==> config.mk <==
export PLATFORM = sky130hd
export DESIGN_NAME = cau_div_cell
export DESIGN_NICKNAME = d
export VERILOG_FILES = /design/src/design/cau_pkg.sv /design/src/design/cau_div_cell.sv
export SDC_FILE = /design/constraint.sdc
export NUM_CORES = 1
export LEC_CHECK = 0
export ABC_AREA = 1
export BUFFER_PORTS_ARGS = -buffer_cell sky130_fd_sc_hd__buf_2
export CORE_AREA = 2 2 387 389
export CTS_CLUSTER_SIZE = 28
export DETAILED_ROUTE_END_ITERATION = 16
export DIE_AREA = 0 0 389 391
export GPL_ROUTABILITY_DRIVEN = 1
export SLEW_MARGIN = 25
export SYNTH_ARGS = -nofsm -noshare
export SYNTH_HDL_FRONTEND = slang
export SYNTH_SLANG_ARGS = --single-unit
==> constraint.sdc <==
create_clock -name clk -period 2.7 [get_ports clk]
set_input_delay 0 -clock clk [delete_from_list [all_inputs] [get_ports clk]]
set_output_delay 0 -clock clk [all_outputs]
set_load 0.005 [all_outputs]
==> src/design/cau_pkg.sv <==
// cau_pkg: shared types, codes and helpers of the complex arithmetic unit
// no dependencies; used by every file in design/
package cau_pkg;

  localparam int DATA_WIDTH = 32;
  localparam int FRAC_BITS  = 16;
  // remainder / wide intermediate width: sums of two products plus sign
  localparam int RW         = 2 * DATA_WIDTH + 2;

  localparam logic [2:0] KIND_ADD  = 3'd0;
  localparam logic [2:0] KIND_SUB  = 3'd1;
  localparam logic [2:0] KIND_MUL  = 3'd2;
  localparam logic [2:0] KIND_DIV  = 3'd3;
  localparam logic [2:0] KIND_SCL  = 3'd4;
  localparam logic [2:0] KIND_RDIV = 3'd5;

  localparam logic [1:0] ST_OK   = 2'd0;
  localparam logic [1:0] ST_SAT  = 2'd1;
  localparam logic [1:0] ST_DIVZ = 2'd2;

  typedef struct packed {
    logic [2:0]                   kind;
    logic signed [DATA_WIDTH-1:0] a_real;
    logic signed [DATA_WIDTH-1:0] a_imag;
    logic signed [DATA_WIDTH-1:0] b_real;
    logic signed [DATA_WIDTH-1:0] b_imag;
  } in_item_t;

  typedef struct packed {
    logic signed [DATA_WIDTH-1:0] res_real;
    logic signed [DATA_WIDTH-1:0] res_imag;
    logic [1:0]                   status;
  } out_item_t;

  // state handed from one divider cell to the next
  typedef struct packed {
    logic                  valid;
    logic                  is_div;
    logic                  neg_r;
    logic                  neg_i;
    logic [RW-1:0]         d;
    logic [RW-1:0]         rem_r;
    logic [RW-1:0]         rem_i;
    logic [DATA_WIDTH-1:0] q_r;
    logic [DATA_WIDTH-1:0] q_i;
    logic                  big_r;
    logic                  big_i;
    out_item_t             pass;
  } cell_t;

  localparam logic [DATA_WIDTH-1:0] SAT_MAX = {1'b0, {(DATA_WIDTH-1){1'b1}}};
  localparam logic [DATA_WIDTH-1:0] SAT_MIN = {1'b1, {(DATA_WIDTH-1){1'b0}}};

  // clamp a wide signed value to the data range; bit DATA_WIDTH = saturated
  function automatic logic [DATA_WIDTH:0] clamp(input logic signed [RW-1:0] x);
    logic signed [RW-1:0] back;
    logic [DATA_WIDTH:0]  r;
    back = RW'(signed'(x[DATA_WIDTH-1:0]));
    if (back == x) r = {1'b0, x[DATA_WIDTH-1:0]};
    else if (x[RW-1]) r = {1'b1, SAT_MIN};
    else r = {1'b1, SAT_MAX};
    return r;
  endfunction

  // apply sign to a quotient magnitude; bit DATA_WIDTH = saturated
  function automatic logic [DATA_WIDTH:0] fin_quot(input logic [DATA_WIDTH-1:0] q,
                                                   input logic big, input logic neg);
    logic [DATA_WIDTH:0] r;
    if (neg) begin
      if (big || (q[DATA_WIDTH-1] && (|q[DATA_WIDTH-2:0]))) r = {1'b1, SAT_MIN};
      else r = {1'b0, DATA_WIDTH'(-q)};
    end else begin
      if (big || q[DATA_WIDTH-1]) r = {1'b1, SAT_MAX};
      else r = {1'b0, q};
    end
    return r;
  endfunction

endpackage

==> src/design/cau_div_cell.sv <==
// cau_div_cell: one restoring-division step for both lanes, registered
// depends on cau_pkg
module cau_div_cell #(
  parameter int NUM_W = cau_pkg::RW + cau_pkg::FRAC_BITS
) (
  input  logic                  clk,
  input  logic                  rst_n,
  input  cau_pkg::cell_t        c_in,
  input  logic [NUM_W-1:0]      nr_in,
  input  logic [NUM_W-1:0]      ni_in,
  output cau_pkg::cell_t        c_out,
  output logic [NUM_W-1:0]      nr_out,
  output logic [NUM_W-1:0]      ni_out
);

  cau_pkg::cell_t         c_r, c_nxt;
  logic                   valid_r;
  logic [NUM_W-1:0]       nr_r, ni_r;
  logic [cau_pkg::RW-1:0] rs_r, rs_i;
  logic                   qb_r, qb_i;

  // shift in the next dividend bit and try to subtract the divisor
  always_comb begin
    c_nxt = c_in;
    rs_r  = {c_in.rem_r[cau_pkg::RW-2:0], nr_in[NUM_W-1]};
    rs_i  = {c_in.rem_i[cau_pkg::RW-2:0], ni_in[NUM_W-1]};
    qb_r  = (rs_r >= c_in.d);
    qb_i  = (rs_i >= c_in.d);
    c_nxt.rem_r = qb_r ? rs_r - c_in.d : rs_r;
    c_nxt.rem_i = qb_i ? rs_i - c_in.d : rs_i;
    c_nxt.q_r   = {c_in.q_r[cau_pkg::DATA_WIDTH-2:0], qb_r};
    c_nxt.q_i   = {c_in.q_i[cau_pkg::DATA_WIDTH-2:0], qb_i};
    c_nxt.big_r = c_in.big_r | c_in.q_r[cau_pkg::DATA_WIDTH-1];
    c_nxt.big_i = c_in.big_i | c_in.q_i[cau_pkg::DATA_WIDTH-1];
  end

  // valid is control, the rest is payload
  always_ff @(posedge clk) begin
    if (!rst_n) begin
      valid_r <= 1'b0;
    end else begin
      valid_r <= c_nxt.valid;
    end
  end

  always_ff @(posedge clk) begin
    c_r  <= c_nxt;
    nr_r <= nr_in << 1;
    ni_r <= ni_in << 1;
  end

  // payload with the reset-cleared valid flag
  always_comb begin
    c_out       = c_r;
    c_out.valid = valid_r;
  end

  assign nr_out = nr_r;
  assign ni_out = ni_r;

endmodule

After elaboration in Yosys (flattened, before gate mapping)
Index checks and enable logic that the tools add are counted.
- output and inout port bits: 498
- register bits after elaboration: 496
- logic and storage cells: 24
- bits of input ports: 500
- bitwise logic cells: 2
- multiplexer cells: 2
- add/sub/neg operators: 2
- $lt $le $gt $ge: 2
- operator list (cell ; count):
    $ge A66 B66 Y1 ; 2
    $mux W66 ; 2
    $sub A66 B66 Y66 ; 2
    $or A1 B1 Y1 ; 2

Logic depth before layout (Yosys ltp)
- depth in word-level cells: 2
- depth in mapped cells: 19
- gate-level depth less buffers: 17

Least setup slack after synthesis
Ideal clock, no wire load.
- path type: input-to-reg
- start point: in nr_in[81]
- end point: reg c_r, in the netlist c_out[203]
- arrival: 1.738 ns
- path slack: 0.850 ns
- setup time: 0.112 ns
- required time: 2.588 ns
- stages: 16
- buffers on the path: 2
- cells stage by stage: inv_1 > ha_1 > inv_1 > fa_1 > nand3_1 > nand3_1 > nand2_1 > nand2_1 > nand2_1 > nand3_1 > nand2_2 > nand2_4 > buf_4 > buf_4 > nand2_1 > nand2_1
- RTL lines (element ; line ; text):
    start: declaration ; cau_div_cell.sv:9 ; input logic [NUM_W-1:0] nr_in,
    end signal: assignment ; cau_div_cell.sv:47 ; c_r <= c_nxt;
    end: declaration ; cau_div_cell.sv:16 ; cau_pkg::cell_t c_r, c_nxt;

==> results.cfg <==
[placed_design]
buffer_ports.inserted = 993
dp_hpwl_um = 159000
placed_cells_incl_taps = 6604
preCtsSetupSlack_ns = -0.113
place_congestion = 0.993

[grt]
antenna_found_initial = 69
grt_max_degree = 50
grt.overflow.total = 0
grt_pass1_vias = 30400
grt_pass1_wl_um = 245000
overall_global_routing_resource_usage_pct = 23.6

[drt]
drc = 0
num_vias = 30000
via_per_inst = 3.98
postRouteWirelength_um = 186000
wl_per_cell_um = 24.7
drt_pre_antenna_iters = 5
antenna_violating_nets_post_route = 0
initialDrtViolationCount = 1706

[clock_network]
cts.path.max_buffers = 3
clkTransAtPathRegs_ns = 0.06
postCtsSetupRepairBufs = 0
clockRootBuffer = sky130_fd_sc_hd__clkbuf_16
cts_tree = done
cts-buffers-inserted = 66
htreeDepth = 3
cts_sinks = 496

[run_status]
outcome = complete, no violations

[yosys]
synth-warning-count = 0
synth_area_leaders = sky130_fd_sc_hd__dfxtp_1 42%, sky130_fd_sc_hd__nand2_1 21%, sky130_fd_sc_hd__inv_1 9.0%
synth_enable_flop_cells = 0
syn_avg_cell_area_um2 = 6.90
yosys.cell_types.count = 37
register_bit_count_reported_by_yosys = 496
synthesized_instance_count = 3396
synth_flop_cell = sky130_fd_sc_hd__dfxtp_1
yosysTopAreaCellShare_pct = 42.4
area_of_the_mapped_netlist_um2 = 23400
netlist.top_cell.by_area = sky130_fd_sc_hd__dfxtp_1
proportion_of_synthesized_flip_flops_having_asynchronous_set_or_reset_pct = 0
synth.yosys.seq_area_share_pct = 42.4

[critical_path]
worstSetupPathType = input pin to flip-flop
start_kind = input pin
timing.critical_path.slowest_cell_delay_ns = 0.53
path_cells = dlygate4sd3_1, buf_2, inv_1, ha_1, nand2_1, nor2_1, nand2_1, nor2_4, nand4_1, buf_4, nor2_1, nor3_2, nand2_2, buf_12, inv_2, buf_12, buf_4, nand2_1, nand2_1
cp_data_required_time_ns = 3.23
worst_setup_path_end_kind = flip-flop
timing.critical_path.mode_cell = sky130_fd_sc_hd__nand2_1
worst-path-max-fanout = 22
worst_ep_arrival_time_ns = 3.13
cpMaxStageDelayCell = sky130_fd_sc_hd__dlygate4sd3_1

[timing]
final_critical_path_setup_slack_ns = 0.101
worst_pin_slew_ns = 0.636
final-setup-viol-count = 0
timing.slew.headroom_pct = 57.4
hold_viol_final = 0
number_of_slew_limit_violations_in_the_final_report = 0
clock.fmax_ghz = 0.385
post-route-min-period_ns = 2.60
timing.final.crit_share_pct = 96.3

[final_layout]
layout-drive-gt1-share_pct = 26.3
fin_nets = 6154
layout_commonest_cell = sky130_fd_sc_hd__nand2_1
fin_cells = 7537
area_growth_syn_to_layout_pct = 85.0
n_fill_cell = 16100
layout_common_cells = 1319 x sky130_fd_sc_hd__nand2_1, 993 x sky130_fd_sc_hd__buf_2, 792 x sky130_fd_sc_hd__dlygate4sd3_1, 561 x sky130_fd_sc_hd__inv_1, 496 x sky130_fd_sc_hd__dfxtp_1

[die]
core_area_um2 = 149000
die-area_um2 = 152000
top_level_ports = 998
die_x_um = 389
die_height_um = 391
core.rowCount = 142
initial_utilization_pct = 15.8

[power]
p_leak_nw = 22.9
vdd_drop_max_uv = 429
cellPowerDensity_nw_per_um2 = 573

[flow_run]
cap_violations = 0

[hold_path]
min-delay-path-class = input pin to flip-flop
## per-stage QoR
stage	hold slack, ns	util (%)	setup TNS [ns]	total power, mW	area (um^2)
floorplan	0.0277	-	0	10.8	23400
global placement	0.103	22.2	-2.73	14.5	33000
detailed placement	0.104	22.2	-2.80	14.4	33000
CTS	0.000798	29.1	0	25.2	43200
global route	0.00408	29.2	-0.0202	26.0	43300
finish	0.0259	29.2	0	24.9	43400
## sequential cells by signal, summed over array words and instances (netlist names)
name	count
nr_out	81
valid_r	1
ni_out	81
c_out	333
## layout make-up
cell class                      instances  area [um^2]  area share [%]
Antenna cell                           24         60.1           0.139
Clock inverter                         32          443            1.02
Inverter                              583         2190            5.06
Tap cell                             1944         2430            5.61
Sequential cell                       496         9930            22.9
Clock buffer                           85         1870            4.32
Multi-Input combinational cell       2287        11100            25.6
Timing Repair Buffer                 2086        15300            35.4
## per-layer routing
layer | share of wire, % | track usage [%]
met1 | 39 | 26.6
met2 | 45 | 38.8
met3 | 11 | 11.3
met4 | 3.9 | 8.29
met5 | 0.13 | 0
## path summary, 6_finish.rpt
path                   from    endpoint  cells past startpoint
setup / recovery  c_in[280]  c_out[191]                     19
hold / removal     nr_in[4]   nr_out[5]                      2
## cells in the mapped netlist, types with 2 or more instances
library cell               number
sky130_fd_sc_hd__xor2_1        62
sky130_fd_sc_hd__and3_1         3
sky130_fd_sc_hd__o21ai_0       56
sky130_fd_sc_hd__xnor2_1        4
sky130_fd_sc_hd__o21a_1         2
sky130_fd_sc_hd__ha_1         132
sky130_fd_sc_hd__buf_6         11
sky130_fd_sc_hd__clkinv_1       2
sky130_fd_sc_hd__nor2_4         2
sky130_fd_sc_hd__a21oi_1      156
sky130_fd_sc_hd__nand2_1     1319
sky130_fd_sc_hd__nor2_2        15
sky130_fd_sc_hd__nor2_1       222
sky130_fd_sc_hd__nand2_2        4
sky130_fd_sc_hd__nor3_1        36
sky130_fd_sc_hd__dfxtp_1      496
sky130_fd_sc_hd__nor3_2         3
sky130_fd_sc_hd__a21oi_2        2
sky130_fd_sc_hd__inv_2         19
sky130_fd_sc_hd__nand3_1      161
sky130_fd_sc_hd__o21bai_1      27
sky130_fd_sc_hd__nor4_1         4
sky130_fd_sc_hd__nand3b_1      26
sky130_fd_sc_hd__nand4_1       38
sky130_fd_sc_hd__buf_2         10
sky130_fd_sc_hd__or2_2          2
sky130_fd_sc_hd__fa_1           2
sky130_fd_sc_hd__a21boi_0       2
sky130_fd_sc_hd__inv_1        562
sky130_fd_sc_hd__buf_4          9
## cells by family after synthesis
kind of cell	count (synthesis)	synth area share, %
simple gates	1838	31.8
buf+inv	614	10.4
flops	496	42.4
compound gates	247	5.65
fa+ha+maj	134	7.22
xor+xnor	66	2.47
other cells	1	0.0160
## power breakdown
| part | switching, mW | internal, mW | leakage [nW] | total, mW |
|---|---|---|---|---|
| Combinational | 4.00 | 2.95 | 17.6 | 6.95 |
| Clock | 3.93 | 5.64 | 1.14 | 9.57 |
| Sequential | 0.342 | 7.99 | 4.18 | 8.33 |
| Total | 8.28 | 16.6 | 22.9 | 24.9 |
## what timing repair did
| item | 4_1_cts | 5_1_grt |
|---|---|---|
| hold buffers | 792 | 0 |
| endpoints found under the setup margin | 0 | 82 |
| hold endpoints to repair | 494 | 0 |
| resized for setup | 0 | 11 |
## worst max-delay path: cells and delay by family
kind | cells | cell delay (ns)
adder cells (fa/ha/maj) | 1 | 0.39
buffers and inverters | 8 | 1.55
AND/OR/NAND/NOR | 10 | 1.16
Power figures use the tool's default switching activity.
